## config.mk

```make
export PLATFORM = sky130hd
export DESIGN_NAME = sliding_window_send_rate_limiter_unit
export DESIGN_NICKNAME = d
export VERILOG_FILES = /design/src/hw/rtl/swrl_pkg.sv /design/src/hw/rtl/sliding_window_send_rate_limiter_unit.sv /design/src/hw/rtl/swrl_ram.sv /design/src/hw/rtl/swrl_div.sv
export SDC_FILE = /design/constraint.sdc
export NUM_CORES = 1
export LEC_CHECK = 0
export BUFFER_PORTS_ARGS = -buffer_cell sky130_fd_sc_hd__buf_2
export CORE_UTILIZATION = 31
export DETAILED_ROUTE_END_ITERATION = 12
export PLACE_DENSITY_LB_ADDON = 0.12
export SYNTH_ARGS = -nofsm -noshare
export SYNTH_HDL_FRONTEND = slang
export SYNTH_SLANG_ARGS = --single-unit
```

## constraint.sdc

```tcl
create_clock -name clock -period 6.19 [get_ports clock]
set_input_delay 0.619 -clock clock [delete_from_list [all_inputs] [get_ports clock]]
set_output_delay 0.619 -clock clock [all_outputs]
set_load 0.02 [all_outputs]
```

## src/hw/rtl/swrl_pkg.sv

```systemverilog
// Shared types and constants of the sliding-window send rate limiter.
// No dependencies; imported by the limiter unit, swrl_div and the bench, not by swrl_ram.
`timescale 1ns / 1ps

package swrl_pkg;

   localparam int FRAME_W    = 32;
   localparam int BYTES_W    = 16;
   localparam int TIME_W     = 32;
   localparam int RATE_W     = 20;
   localparam int TOTAL_W    = 22;
   localparam int COUNT_W    = 32;
   localparam int DELAY_W    = 26;
   localparam int MOD_CNT_W  = 6;
   localparam int DIV_CNT_W  = 5;

   localparam logic [DELAY_W-1:0] MS_PER_SECOND = DELAY_W'(1000);

   localparam logic CMD_CHECK  = 1'b0;
   localparam logic CMD_RECORD = 1'b1;

   typedef struct packed {
      logic               cmd;
      logic [FRAME_W-1:0] frame_number;
      logic [BYTES_W-1:0] sent_bytes;
      logic               link_spawned;
      logic [TIME_W-1:0]  now_ms;
   } req_type;

   typedef struct packed {
      logic               dropped;
      logic [TOTAL_W-1:0] window_total;
      logic [COUNT_W-1:0] suppressed_frames;
      logic [TIME_W-1:0]  send_time;
      logic [DELAY_W-1:0] send_delay;
   } rsp_type;

   typedef enum logic [2:0] {
      ST_IDLE,
      ST_SCAN,
      ST_MUL,
      ST_DIV,
      ST_FIN
   } state_type;

endpackage

```

## src/hw/rtl/sliding_window_send_rate_limiter_unit.sv

```systemverilog
// Sliding-window send rate limiter: ring of frame sizes in a RAM, serial sum,
// reciprocal-multiply slot and total reduction, radix-2 divider for the pacing delay.
// One item at a time: a check or a zero-rate record runs the ring scan, then its result;
// a limited record runs the ring scan, product and 26-step divide before its result.
// The next item can be taken once the result is registered; a waiting result holds the block in ST_FIN.
// Reset is synchronous; the ring valid bits all clear together, no sweep.
`timescale 1ns / 1ps

module sliding_window_send_rate_limiter_unit
   import swrl_pkg::*;
#(
   parameter int WINDOW       = 16,
   parameter int RATE_DIVISOR = 1
) (
   input  logic              clock,
   input  logic              reset,
   input  logic              req_valid,
   output logic              req_ready,
   input  req_type           req_data,
   output logic              rsp_valid,
   input  logic              rsp_ready,
   output rsp_type           rsp_data,
   input  logic              csr_we,
   input  logic [RATE_W-1:0] csr_wdata
);

   localparam int IDX_W      = $clog2(WINDOW);
   localparam int CNT_W      = $clog2(WINDOW + 1);
   localparam int SLOT_STEPS = 2;
   localparam int SUM_SH     = $clog2(RATE_DIVISOR);
   localparam logic [FRAME_W:0] SLOT_RECIP = (FRAME_W + 1)'(
      ((64'd1 << (FRAME_W + IDX_W)) + 64'(WINDOW) - 64'd1) / 64'(WINDOW));
   localparam logic [TOTAL_W:0] SUM_RECIP = (TOTAL_W + 1)'(
      ((64'd1 << (TOTAL_W + SUM_SH)) + 64'(RATE_DIVISOR) - 64'd1) / 64'(RATE_DIVISOR));

   state_type            state_ff, state_in;
   logic                 cmd_ff, cmd_in;
   logic [FRAME_W-1:0]   frame_ff, frame_in;
   logic [BYTES_W-1:0]   bytes_ff, bytes_in;
   logic                 spawned_ff, spawned_in;
   logic [TIME_W-1:0]    now_ff, now_in;
   logic [CNT_W-1:0]     scan_ff, scan_in;
   logic                 rd_pend_ff, rd_pend_in;
   logic [IDX_W-1:0]     rd_idx_ff, rd_idx_in;
   logic [TOTAL_W-1:0]   acc_ff, acc_in;
   logic [MOD_CNT_W-1:0] mod_cnt_ff, mod_cnt_in;
   logic [IDX_W-1:0]     slot_q_ff, slot_q_in;
   logic [IDX_W-1:0]     slot_ff, slot_in;
   logic [TOTAL_W-1:0]   total_ff, total_in;
   logic [DELAY_W-1:0]   prod_ff, prod_in;
   logic [RATE_W-1:0]    rate_ff, rate_in;
   logic [WINDOW-1:0]    valid_ff, valid_in;
   logic [COUNT_W-1:0]   suppress_ff, suppress_in;
   logic [TIME_W-1:0]    send_time_ff, send_time_in;
   logic [DELAY_W-1:0]   send_delay_ff, send_delay_in;
   logic                 rsp_valid_ff, rsp_valid_in;
   rsp_type              rsp_data_ff, rsp_data_in;

   logic                 ram_we;
   logic [BYTES_W-1:0]   ram_rdata;
   logic [BYTES_W-1:0]   ring_word;
   logic                 div_start;
   logic [DELAY_W-1:0]   div_dividend;
   logic [RATE_W-1:0]    div_divisor;
   logic                 div_done;
   logic [DELAY_W-1:0]   div_quot;
   logic                 scan_issue;
   logic                 mod_busy;
   logic                 scan_done;
   logic [2*FRAME_W:0]   slot_prod;
   logic [2*TOTAL_W:0]   sum_prod;
   logic [TOTAL_W-1:0]   total_q;
   logic                 over;

   swrl_ram #(
      .WIDTH (BYTES_W),
      .DEPTH (WINDOW)
   ) u_ring (
      .clock (clock),
      .we    (ram_we),
      .waddr (slot_ff),
      .wdata (bytes_ff),
      .raddr (scan_ff[IDX_W-1:0]),
      .rdata (ram_rdata)
   );

   swrl_div u_div (
      .clock    (clock),
      .reset    (reset),
      .start    (div_start),
      .dividend (div_dividend),
      .divisor  (div_divisor),
      .done     (div_done),
      .quotient (div_quot)
   );

   assign rate_in   = csr_we ? csr_wdata : rate_ff;
   assign ring_word = valid_ff[rd_idx_ff] ? ram_rdata : '0;
   assign slot_prod = frame_ff * SLOT_RECIP;
   assign sum_prod  = acc_ff * SUM_RECIP;
   assign total_q   = total_ff;
   assign over      = (rate_ff != '0) && (TOTAL_W'(rate_ff) < total_q);

   always_comb begin
      state_in      = state_ff;
      cmd_in        = cmd_ff;
      frame_in      = frame_ff;
      bytes_in      = bytes_ff;
      spawned_in    = spawned_ff;
      now_in        = now_ff;
      scan_in       = scan_ff;
      rd_pend_in    = 1'b0;
      rd_idx_in     = rd_idx_ff;
      acc_in        = acc_ff;
      mod_cnt_in    = mod_cnt_ff;
      slot_q_in     = slot_q_ff;
      slot_in       = slot_ff;
      total_in      = total_ff;
      prod_in       = prod_ff;
      valid_in      = valid_ff;
      suppress_in   = suppress_ff;
      send_time_in  = send_time_ff;
      send_delay_in = send_delay_ff;
      rsp_valid_in  = rsp_valid_ff && !rsp_ready;
      rsp_data_in   = rsp_data_ff;
      ram_we        = 1'b0;
      div_start     = 1'b0;
      div_dividend  = prod_ff;
      div_divisor   = rate_ff;
      req_ready     = 1'b0;

      scan_issue = scan_ff != CNT_W'(WINDOW);
      mod_busy   = mod_cnt_ff != MOD_CNT_W'(SLOT_STEPS);
      scan_done  = !scan_issue && !rd_pend_ff && !mod_busy;

      case (state_ff)
         ST_IDLE: begin
            req_ready = 1'b1;
            if (req_valid) begin
               cmd_in     = req_data.cmd;
               frame_in   = req_data.frame_number;
               bytes_in   = req_data.sent_bytes;
               spawned_in = req_data.link_spawned;
               now_in     = req_data.now_ms;
               scan_in    = '0;
               acc_in     = '0;
               mod_cnt_in = '0;
               slot_in    = '0;
               state_in   = ST_SCAN;
            end
         end
         ST_SCAN: begin
            rd_pend_in = scan_issue;
            rd_idx_in  = scan_ff[IDX_W-1:0];
            if (scan_issue) begin
               scan_in = scan_ff + 1'b1;
            end
            if (rd_pend_ff) begin
               acc_in = acc_ff + TOTAL_W'(ring_word);
            end
            if (mod_busy) begin
               if (mod_cnt_ff == '0) begin
                  slot_q_in = IDX_W'(slot_prod >> (FRAME_W + IDX_W));
               end else begin
                  slot_in = frame_ff[IDX_W-1:0] - IDX_W'(slot_q_ff * WINDOW);
               end
               mod_cnt_in = mod_cnt_ff + 1'b1;
            end
            if (scan_done) begin
               if (cmd_ff == CMD_CHECK) begin
                  total_in = TOTAL_W'(sum_prod >> (TOTAL_W + SUM_SH));
                  state_in = ST_FIN;
               end else if (rate_ff == '0) begin
                  state_in = ST_FIN;
               end else begin
                  prod_in  = DELAY_W'(bytes_ff) * MS_PER_SECOND;
                  state_in = ST_MUL;
               end
            end
         end
         ST_MUL: begin
            div_start = 1'b1;
            state_in  = ST_DIV;
         end
         ST_DIV: begin
            if (div_done) begin
               state_in = ST_FIN;
            end
         end
         ST_FIN: begin
            if (!rsp_valid_ff || rsp_ready) begin
               rsp_data_in.dropped      = 1'b0;
               rsp_data_in.window_total = '0;
               if (cmd_ff == CMD_CHECK) begin
                  rsp_data_in.dropped      = over;
                  rsp_data_in.window_total = total_q;
                  if (over) begin
                     suppress_in       = suppress_ff + 1'b1;
                     valid_in[slot_ff] = 1'b0;
                  end
               end else begin
                  send_time_in  = now_ff;
                  send_delay_in = (rate_ff == '0) ? '0 : div_quot;
                  if (rate_ff != '0 && spawned_ff) begin
                     ram_we            = 1'b1;
                     valid_in[slot_ff] = 1'b1;
                  end
               end
               rsp_data_in.suppressed_frames = suppress_in;
               rsp_data_in.send_time         = send_time_in;
               rsp_data_in.send_delay        = send_delay_in;
               rsp_valid_in = 1'b1;
               state_in     = ST_IDLE;
            end
         end
         default: begin
            state_in = ST_IDLE;
         end
      endcase
   end

   always_ff @(posedge clock) begin
      if (reset) begin
         state_ff      <= ST_IDLE;
         rd_pend_ff    <= 1'b0;
         rate_ff       <= '0;
         valid_ff      <= '0;
         suppress_ff   <= '0;
         send_time_ff  <= '0;
         send_delay_ff <= '0;
         rsp_valid_ff  <= 1'b0;
      end else begin
         state_ff      <= state_in;
         rd_pend_ff    <= rd_pend_in;
         rate_ff       <= rate_in;
         valid_ff      <= valid_in;
         suppress_ff   <= suppress_in;
         send_time_ff  <= send_time_in;
         send_delay_ff <= send_delay_in;
         rsp_valid_ff  <= rsp_valid_in;
      end
      cmd_ff      <= cmd_in;
      frame_ff    <= frame_in;
      bytes_ff    <= bytes_in;
      spawned_ff  <= spawned_in;
      now_ff      <= now_in;
      scan_ff     <= scan_in;
      rd_idx_ff   <= rd_idx_in;
      acc_ff      <= acc_in;
      mod_cnt_ff  <= mod_cnt_in;
      slot_q_ff   <= slot_q_in;
      slot_ff     <= slot_in;
      total_ff    <= total_in;
      prod_ff     <= prod_in;
      rsp_data_ff <= rsp_data_in;
   end

   assign rsp_valid = rsp_valid_ff;
   assign rsp_data  = rsp_data_ff;

`ifndef SYNTHESIS
   a_ram_write_on_record: assert property (@(posedge clock) disable iff (reset)
      ram_we |-> (state_ff == ST_FIN) && (cmd_ff == CMD_RECORD) && (rate_ff != '0))
      else $error("ring written outside a limited record");

   a_div_done_in_div: assert property (@(posedge clock) disable iff (reset)
      div_done |-> (state_ff == ST_DIV))
      else $error("divider finished outside the divide phase");

   a_drop_has_total: assert property (@(posedge clock) disable iff (reset)
      (rsp_valid_ff && rsp_data_ff.dropped) |-> (rsp_data_ff.window_total != '0))
      else $error("drop reported with an empty window");

   a_suppress_step: assert property (@(posedge clock) disable iff (reset)
      (!$past(reset) && (suppress_ff != $past(suppress_ff))) |->
      ((suppress_ff == $past(suppress_ff) + 1'b1) && ($past(state_ff) == ST_FIN)))
      else $error("suppression counter moved other than by one drop");
`endif

endmodule

```

## src/hw/rtl/swrl_ram.sv

```systemverilog
// Generic single-write, single-read RAM with a registered read port.
// No dependencies.
`timescale 1ns / 1ps

module swrl_ram #(
   parameter int WIDTH = 16,
   parameter int DEPTH = 16
) (
   input  logic                     clock,
   input  logic                     we,
   input  logic [$clog2(DEPTH)-1:0] waddr,
   input  logic [WIDTH-1:0]         wdata,
   input  logic [$clog2(DEPTH)-1:0] raddr,
   output logic [WIDTH-1:0]         rdata
);

   logic [WIDTH-1:0] mem_ff [DEPTH];
   logic [WIDTH-1:0] rdata_ff;

   always_ff @(posedge clock) begin
      if (we) begin
         mem_ff[waddr] <= wdata;
      end
      rdata_ff <= mem_ff[raddr];
   end

   assign rdata = rdata_ff;

endmodule

```

## src/hw/rtl/swrl_div.sv

```systemverilog
// Radix-2 restoring divider, one quotient bit per cycle.
// Depends on swrl_pkg for the operand widths.
`timescale 1ns / 1ps

module swrl_div
   import swrl_pkg::*;
(
   input  logic               clock,
   input  logic               reset,
   input  logic               start,
   input  logic [DELAY_W-1:0] dividend,
   input  logic [RATE_W-1:0]  divisor,
   output logic               done,
   output logic [DELAY_W-1:0] quotient
);

   logic                 busy_ff, busy_in;
   logic                 done_ff, done_in;
   logic [DIV_CNT_W-1:0] cnt_ff, cnt_in;
   logic [DELAY_W-1:0]   q_ff, q_in;
   logic [RATE_W-1:0]    r_ff, r_in;
   logic [RATE_W-1:0]    d_ff, d_in;
   logic [RATE_W:0]      r_sh;
   logic                 ge;

   always_comb begin
      busy_in = busy_ff;
      done_in = 1'b0;
      cnt_in  = cnt_ff;
      q_in    = q_ff;
      r_in    = r_ff;
      d_in    = d_ff;
      r_sh    = {r_ff, q_ff[DELAY_W-1]};
      ge      = r_sh >= {1'b0, d_ff};
      if (start) begin
         busy_in = 1'b1;
         cnt_in  = '0;
         q_in    = dividend;
         r_in    = '0;
         d_in    = divisor;
      end else if (busy_ff) begin
         r_in = ge ? RATE_W'(r_sh - {1'b0, d_ff}) : r_sh[RATE_W-1:0];
         q_in = {q_ff[DELAY_W-2:0], ge};
         cnt_in = cnt_ff + 1'b1;
         if (cnt_ff == DIV_CNT_W'(DELAY_W - 1)) begin
            busy_in = 1'b0;
            done_in = 1'b1;
         end
      end
   end

   always_ff @(posedge clock) begin
      if (reset) begin
         busy_ff <= 1'b0;
         done_ff <= 1'b0;
      end else begin
         busy_ff <= busy_in;
         done_ff <= done_in;
      end
      cnt_ff <= cnt_in;
      q_ff   <= q_in;
      r_ff   <= r_in;
      d_ff   <= d_in;
   end

   assign done     = done_ff;
   assign quotient = q_ff;

endmodule

```

-- Word level (Yosys, flattened, before mapping)
Memories as Yosys holds them, arrays and structs flattened. A register that Yosys moved wholly into a read port is not among the register bits.
Cells that the tools add are included.
- register bits after elaboration: 457
- bits in latches: 0
- bits in writable memories: 256
- memory bits (read-only): 0
- bits of input ports: 107
- output and inout bits: 115
- word-level logic and storage cells: 149
- memories: 1
- memories (memory ; words ; width ; rd ports ; clocked after Yosys merged registers in ; write ports ; line ; source):
    u_ring.mem_ff ; 16 ; 16 ; 1 ; 1 ; 1 ; swrl_ram.sv:17 ; logic [WIDTH-1:0] mem_ff [DEPTH];
- add/subtract/negate cells: 6
- multipliers: 1
- div/mod/pow operators: 0
- $lt $le $gt $ge: 5
- equal/unequal tests: 16
- shift operators: 0
- multiplexer cells: 50
- bitwise logic cells: 7
- reduce and logical (&&, ||, !) cells: 31
- operators by type and width (cell ; number):
    26-bit two-way mux ; 4
    32-bit two-way mux ; 3
    16-bit two-way mux ; 4
    22-bit two-way mux ; 2
    22-bit case mux with 2 select lines ; 1
    32-bit by 1-bit adder with 32-bit output (second input constant) ; 1
    16-bit by 7-bit multiplier with 23-bit output (second input constant) ; 1
    22-bit by 16-bit adder with 22-bit output ; 1
    20-bit by 22-bit < comparator with 1-bit output ; 1
    21-bit by 20-bit >= comparator with 1-bit output ; 1
    20-bit logical NOT ; 1
    20-bit two-way mux ; 1
    20-bit nonzero test ; 1
    20-bit subtractor ; 1
    3-bit two-way mux ; 6
    16-bit AND ; 1
    1-bit two-way mux ; 16
    16-bit inverter ; 1
    16-bit OR ; 1
    4-bit AND reduction ; 4
    3-bit case mux with 5 select lines ; 1
    2-bit inequality test (second input constant) ; 7
    4-bit two-way mux ; 3
    6-bit two-way mux ; 2
    other kinds (28) ; 51

-- Logic depth before layout (Yosys ltp)
Gate-level depths: netlist of the first run.
- depth in word-level cells: 8
- depth in mapped cells: 15
- mapped depth without buffers: 15

-- Hierarchy
Synthesis of the first run repeated with hierarchy kept, for this count alone.
- cell total of the unflattened synthesis: 2399
- area, all modules: 32785.2 um^2
- by module, submodules not included (module ; instances ; cells an instance ; area an instance (um^2) ; sequential area each (um^2)):
    sliding_window_send_rate_limiter_unit ; 1 ; 1612 ; 18840.6 ; 10219.8
    swrl_ram ; 1 ; 432 ; 10042.1 ; 8007.7
    swrl_div ; 1 ; 355 ; 3902.5 ; 1921.8

-- Least setup slack after synthesis of the first run
Ideal clock, no wire load.
- kind: register -> register
- start: register bytes_ff[2]
- end: register prod_ff[24], in the netlist div_dividend[24] (data pin)
- arrival: 4.927 ns
- setup slack: 1.005 ns
- stages on the path, launching flop included: 15
- path buffers: 0
- clock period less this slack: 5.185 ns
- cells stage by stage: edfxtp_1 -> inv_1 -> fa_1 -> fa_1 -> fa_1 -> fa_1 -> inv_1 -> ha_1 -> or4_1 -> o21ai_0 -> a211oi_1 -> or4_1 -> a31o_2 -> a21oi_1 -> xnor2_1
- cells in the longest elaborated chain, start to end: 1
- ends and longest elaborated chain (what ; line ; source):
    start, declared ; sliding_window_send_rate_limiter_unit.sv:39 ; logic [BYTES_W-1:0] bytes_ff, bytes_in;
    start signal, assigned ; sliding_window_send_rate_limiter_unit.sv:244 ; bytes_ff <= bytes_in;
    16-bit by 7-bit multiplier with 23-bit output ; sliding_window_send_rate_limiter_unit.sv:176 ; prod_in = DELAY_W'(bytes_ff) * MS_PER_SECOND;
    end signal, assigned ; sliding_window_send_rate_limiter_unit.sv:254 ; prod_ff <= prod_in;
    end, declared ; sliding_window_send_rate_limiter_unit.sv:50 ; logic [DELAY_W-1:0] prod_ff, prod_in;
Every way passes these cells.
A chain may end at the register's enable or synchronous reset.

-- Worst setup path in the final report of the first run
- start: register bytes_ff[5]
- end: register prod_ff[24], in the netlist div_dividend[24] (data pin)
The elaborated chain is that of the path after synthesis.

==> metrics.txt, run 1 <==
Clock power frac=33.6%; DRT iter0 DRCs=1,137; Place WS=0.6333 ns; max_slew headroom=16.87%; Clk pin slew, worst setup/hold paths=0.06 ns; final hold vios=0; grt ovf=0; number of global-route vias before repair=20,325; cells after synthesis=2,473; crit path launch type=flip-flop; nets=2,968; Sequential Power Share=41.6%; status=complete, no violations; Num CTS Buffers=84; final-report setup violation count=0; CTS tree=yes; syn nets=2,752; sequential area share after synthesis=61.79%; I/O pin cnt=222; Worst Hold Class=input pin to flip-flop; Critical Path RT=6.59 ns; Worst path most repeated cell=fa_1; Seq cells post-synth=729; Final Wtd Congestion=0.8035; Routed Antenna Nets=0; CTS Hold Bufs=0; YS warnings=0; setup ws final=0.6790 ns; Leakage=14.04 nW; DR vias/cell=4.800; Synth Cell Area=32,610 sq um; layout cells sized above 1=18.22%; fin crit share=89.03%; area delta synth->final=16.27%; vias post-DR=19,876; Yosys cell types=69; area of the core=103,900 sq um; max-cap violation count=0; first-pass GRT wire length=122.5 mm; largest net degree at the start of global routing=117; peak supply drop=212.6 uV; Slowest cell on crit path=or4_1; Die Width=326.3 microns; worst slew pin tran=1.246 ns; Overall Power=0.01428 W; CP cell instances=buf_4 -> inv_1 -> fa_1 -> fa_1 -> fa_1 -> fa_1 -> inv_1 -> ha_1 -> or4_1 -> o21ai_0 -> a211oi_1 -> or4_1 -> a31o_2 -> a21oi_1 -> xnor2_1; number of antenna diodes=0; setup_tns=0 ns; Post-synth EDFFs=555; Avg Cell Area, Syn=13.19 sq um; Slew Limit Fails=0; Max Root-Sink Buffers=3; # resized after CTS=0; CTS root buf=clkbuf_16; Arrival @ worst endpoint=5.91 ns; CP Capture Type=flip-flop; GR Util All Layers=14.96%; CP max FO=19; flop2flop setup slack=0.68 ns; clock sinks=729; postcts setup bufs=0; ys flop type=edfxtp_1; Placed Area=35,260 sq um; PortBufs=193; Async SR Flop Fraction=0%; combinational share of power=24.8%; drt wl/cell=19.35 microns; DRC=0; die area=106,500 sq um; fmax=181.5 MHz; Die H=326.3 microns; Pwr Density=376.6 nW/um^2; P_int=0.01007 W; Largest stage delay, worst path=0.59 ns; Net Sw Frac=29.45%; Rows=118; Worst-Skew Late Latency=0.65 ns; design area=37,920 sq um; RSZ-0062 raised after global routing=false; final wirelength=80.11 mm; minimum clock period=5.511 ns; Pre-antenna DRT Iters=5; DP Wirelength=52.28 mm; initial antenna violation count=5; Final Skew=0.01684 ns; H-tree depth=3; initial core utilization=31.38%; crit path kind=flip-flop to flip-flop; P_sw=0.004205 W
-- sequential cells by signal, indices dropped and copies added (netlist names), 16 cells and up, named ones only --
| register | count |
|---|---|
| u_ring.mem_ff | 256 |
| rsp_data | 113 |
| now_ff | 32 |
| send_time_ff | 32 |
| suppress_ff | 32 |
| send_delay_ff | 26 |
| u_div.quotient | 26 |
| div_dividend | 23 |
| acc_ff | 22 |
| total_ff | 22 |
| div_divisor | 20 |
| u_div.d_ff | 20 |
| u_div.r_ff | 20 |
| bytes_ff | 16 |
| u_ring.rdata | 16 |
-- Yosys cell counts, drive strengths merged, types with 28 or more instances --
| cell type | number | area (sq um) |
|---|---|---|
| edfxtp | 555 | 16670 |
| nor2 | 220 | 825.8 |
| nand2 | 205 | 769.5 |
| dfxtp | 174 | 3483 |
| inv | 170 | 638.1 |
| a21oi | 140 | 700.7 |
| ha | 116 | 1451 |
| o21ai | 87 | 435.4 |
| mux4 | 85 | 1914 |
| clkbuf | 82 | 309.0 |
| nand3 | 69 | 345.3 |
| fa | 56 | 1121 |
| xor2 | 48 | 420.4 |
| mux2 | 46 | 518.0 |
| xnor2 | 41 | 359.1 |
| nor3 | 35 | 175.2 |
| and2 | 31 | 193.9 |
| mux2i | 29 | 290.3 |
| nor4 | 29 | 196.4 |
| nor2b | 28 | 175.2 |
-- stage by stage --
step | cells | util [%] | hold slack [ns]
floorplan | 2473 | - | 0.4244
global placement | 3983 | 33.93 | 0.4395
detailed placement | 3983 | 33.93 | 0.4472
CTS | 4141 | 36.48 | 0.09688
global route | 4141 | 36.48 | 0.1182
finish | 4141 | 36.48 | 0.1443
-- power groups by stage --
| stage | Sequential, W | Clock [W] | Combinational [W] |
|---|---|---|---|
| global placement | 0.00604 | 0 | 0.00358 |
| global route | 0.00598 | 0.00514 | 0.00400 |
| detailed placement | 0.00605 | 0 | 0.00359 |
| CTS | 0.00595 | 0.00497 | 0.00362 |
| floorplan | 0.00597 | 0 | 0.00275 |
| finish | 0.00594 | 0.00480 | 0.00354 |
-- cells by family after synthesis --
| group | count (synthesis) | share of synthesized area, % |
|---|---|---|
| flip-flops | 729 | 61.79 |
| AND/OR/NAND/NOR | 701 | 9.945 |
| AO/OA/AOI/OAI | 347 | 6.438 |
| buffers and inverters | 275 | 3.204 |
| adder cells (fa/ha/maj) | 172 | 7.888 |
| multiplexers | 160 | 8.349 |
| XOR/XNOR | 89 | 2.390 |
-- placed cells by master, fill, tap and decap left out, types with 24 or more instances in the layout --
cell type and instances:
and2_1 30, nor4_1 28, clkbuf_1 24, o21ai_0 86
a21oi_1 140, nor2_1 217, fa_1 56, xnor2_1 41
xor2_1 48, inv_1 169, dfxtp_1 174, buf_2 192
nand3_1 69, nand2_1 204, mux2_2 45, mux4_2 85
mux2i_1 29, edfxtp_1 555, buf_4 42, clkbuf_16 88
nor3_1 30, nor2b_1 28, ha_1 116
-- area by class of cell --
class	instances	area, sq um
Fill cell	10076	66020
Sequential cell	729	20150
Multi-Input combinational cell	1469	11460
Clock buffer	114	2320
Tap cell	1380	1727
Timing Repair Buffer	234	1276
Inverter	171	649.4
Clock inverter	44	335.3
-- worst max-delay path, delay by kind of cell, from the launching register on --
kind / cells / cell delay [ns]
AO/OA/AOI/OAI: 4 / 0.94
XOR/XNOR: 1 / 0.08
adder cells (fa/ha/maj): 5 / 2.20
buffers and inverters: 3 / 0.53
flip-flops: 1 / 0.37
AND/OR/NAND/NOR: 2 / 1.14
-- metal layers --
layer / track usage [%] / wire [microns] / vias up
met5: 0 / 23 / -
met4: 4.439 / 1739 / 4
met3: 2.423 / 3456 / 123
met2: 25.73 / 39670 / 385
met1: 19.33 / 35220 / 9926
li1: - / - / 9438
-- path summary, 6_finish.rpt --
check | from | end | cells past startpoint
worst max register to register | bytes_ff[5]$_DFFE_PP_ | div_dividend[24]$_DFFE_PP_ | 15
worst min-delay path | req_data[32] | spawned_ff$_DFFE_PP_ | 1
worst min register to register | send_time_ff[2]$_SDFFE_PP0P_ | send_time_ff[2]$_SDFFE_PP0P_ | 2
worst max-delay path | bytes_ff[5]$_DFFE_PP_ | div_dividend[24]$_DFFE_PP_ | 15
(Power assumes the default switching activity.)
==> run 2, diff against run 1 <==
==> constraint.sdc (replaced) <==
create_clock -name clock -period 4.9 [get_ports clock]
set_input_delay 0.49 -clock clock [delete_from_list [all_inputs] [get_ports clock]]
set_output_delay 0.49 -clock clock [all_outputs]
set_load 0.02 [all_outputs]
==> metrics.txt, run 2 (synthesis results as in run 1) <==
Worst-Skew Late Latency=0.63 ns; Arrival @ worst endpoint=5.17 ns; Reg2Reg Depth=15; Hold Startpoint=req_data[38]; worst slew pin tran=1.085 ns; Reg2Reg Launch Point=bytes_ff[5]$_DFFE_PP_; max_slew headroom=27.57%; most frequent cells in the layout=555 x edfxtp_1, 217 x nor2_1, 204 x nand2_1, 192 x buf_2, 174 x dfxtp_1; fmax=208.9 MHz; Num CTS Buffers=85; I/O pin cnt=222; GR Util All Layers=15.11%; DR vias/cell=4.755; Worst path most repeated cell=fa_2; Place WS=-0.04532 ns; hold path cells=1; CTS tree=yes; CTS root buf=clkbuf_16; Overall Power=0.01910 W; final hold vios=0; Non-Filler Instances=4,222; Largest register FFs=256; setup ws final=0.1126 ns; Largest stage delay, worst path=0.56 ns; Buf+Inv Stages, Crit Path=3; peak supply drop=346.9 uV; Routed Antenna Nets=0; CP Capture Type=flip-flop; DP Wirelength=53.42 mm; FF/Latch Area=20,150 sq um; Worst Hold Class=input pin to flip-flop; largest net degree at the start of global routing=95; Die Width=326.3 microns; crit path kind=flip-flop to flip-flop; RSZ-0062 raised after global routing=true; vias post-DR=20,077; H-tree depth=3; area delta synth->final=19.54%; first-pass GRT wire length=122.7 mm; flop2flop setup slack=0.11 ns; Final Wtd Congestion=0.8175; initial antenna violation count=4; Slowest cell on crit path=fa_2; Min-Delay Endpoint=bytes_ff[5]$_DFFE_PP_; drt wl/cell=19.24 microns; Pwr Density=490.0 nW/um^2; DRC=0; Pre-antenna DRT Iters=5; CP cell instances=inv_2 -> buf_6 -> fa_2 -> fa_2 -> fa_2 -> fa_1 -> inv_1 -> ha_2 -> or4_4 -> o21ai_4 -> a211oi_2 -> or4_4 -> a31o_4 -> a21oi_2 -> xnor2_1; Die H=326.3 microns; dpl cells=4,022; area of the core=103,900 sq um; fin util=37.51%; multi-input logic area=11,530 sq um; Leakage=14.56 nW; crit path launch type=flip-flop; initial core utilization=31.38%; nets=3,048; fin crit share=97.70%; CP max FO=4; status=complete, no violations; clock sinks=729; layout cells sized above 1=20.66%; Rows=118; CP delay by family, top=adder cells; minimum clock period=4.787 ns; Max Root-Sink Buffers=3; Biggest register=u_ring.mem_ff; max-cap violation count=0; PortBufs=193; grt ovf=0; DRT iter0 DRCs=1,128; number of global-route vias before repair=20,330; final wirelength=81.24 mm; final-report setup violation count=0; R2R Path End=div_dividend[24]$_DFFE_PP_; Critical Path RT=5.28 ns; die area=106,500 sq um; Final Skew=0.01487 ns; Clk pin slew, worst setup/hold paths=0.06 ns; Slew Limit Fails=0; commonest non-fill, non-tap cell in the layout=edfxtp_1; number of fill cells in the layout=10,014
run 2: cell types whose count changed in the layout (fill, tap and decap cells not counted), moves of 4 or more:
cell,delta
clkinv_1,-14
clkbuf_1,-4
buf_4,+40
clkbuf_8,+8
inv_2,+7
dlygate4sd3_1,+35
inv_1,-7
bufinv_16,+7
run 2: metrics by stage:
stage / area [sq um] / hold slack (ns) / setup TNS [ns]
floorplan: 32630 / 0.4244 / -0.08313
global placement: 35590 / 0.4390 / -0.01740
detailed placement: 35590 / 0.4457 / -0.04532
CTS: 38910 / 0.0001733 / 0
global route: 38980 / 0.009690 / -0.1051
finish: 38980 / 0.04817 / 0
run 2: where the power goes:
part	leakage, nW	internal (W)	switching, W
clock network	1.44	0.00404	0.00256
registers	6.54	0.00722	0.000248
logic	6.58	0.00227	0.00276
run 2: how the worst max path moves through the flow:
stage | depth (start not counted) | start | end
floorplan | 14 | bytes_ff[2]$_DFFE_PP_ | div_dividend[24]$_DFFE_PP_
global placement | 15 | bytes_ff[2]$_DFFE_PP_ | div_dividend[24]$_DFFE_PP_
detailed placement | 14 | bytes_ff[5]$_DFFE_PP_ | div_dividend[24]$_DFFE_PP_
CTS | 14 | bytes_ff[5]$_DFFE_PP_ | div_dividend[24]$_DFFE_PP_
global route | 15 | bytes_ff[5]$_DFFE_PP_ | div_dividend[24]$_DFFE_PP_
finish | 15 | bytes_ff[5]$_DFFE_PP_ | div_dividend[24]$_DFFE_PP_
run 2: area by class of cell:
class / count / share of cell area, %
timing repair buffer: 313 / 5.103
inverter: 171 / 1.666
multi-input combinational: 1469 / 29.58
clock inverter: 41 / 1.342
antenna: 1 / 0.006419
tap: 1380 / 4.429
sequential: 729 / 51.68
clock buffer: 118 / 6.194
run 2: repair_timing:
| item | 4_1_cts | 5_1_grt |
|---|---|---|
| setup endpoints to repair | 1 | 4 |
| resized for setup | 1 | 19 |
| pin swaps | 1 | 7 |
| hold buffers | 35 | 0 |
| buffers inserted | 3 | 2 |
| endpoints found under the hold margin | 35 | 0 |
run 2: per-layer routing:
metal | up-vias | GRT usage (%) | wire [microns]
li1 | 9591 | - | -
met1 | 9996 | 19.36 | 36040
met2 | 370 | 26.13 | 39990
met3 | 120 | 2.259 | 3112
met4 | 0 | 4.876 | 2089
met5 | - | 0 | 0
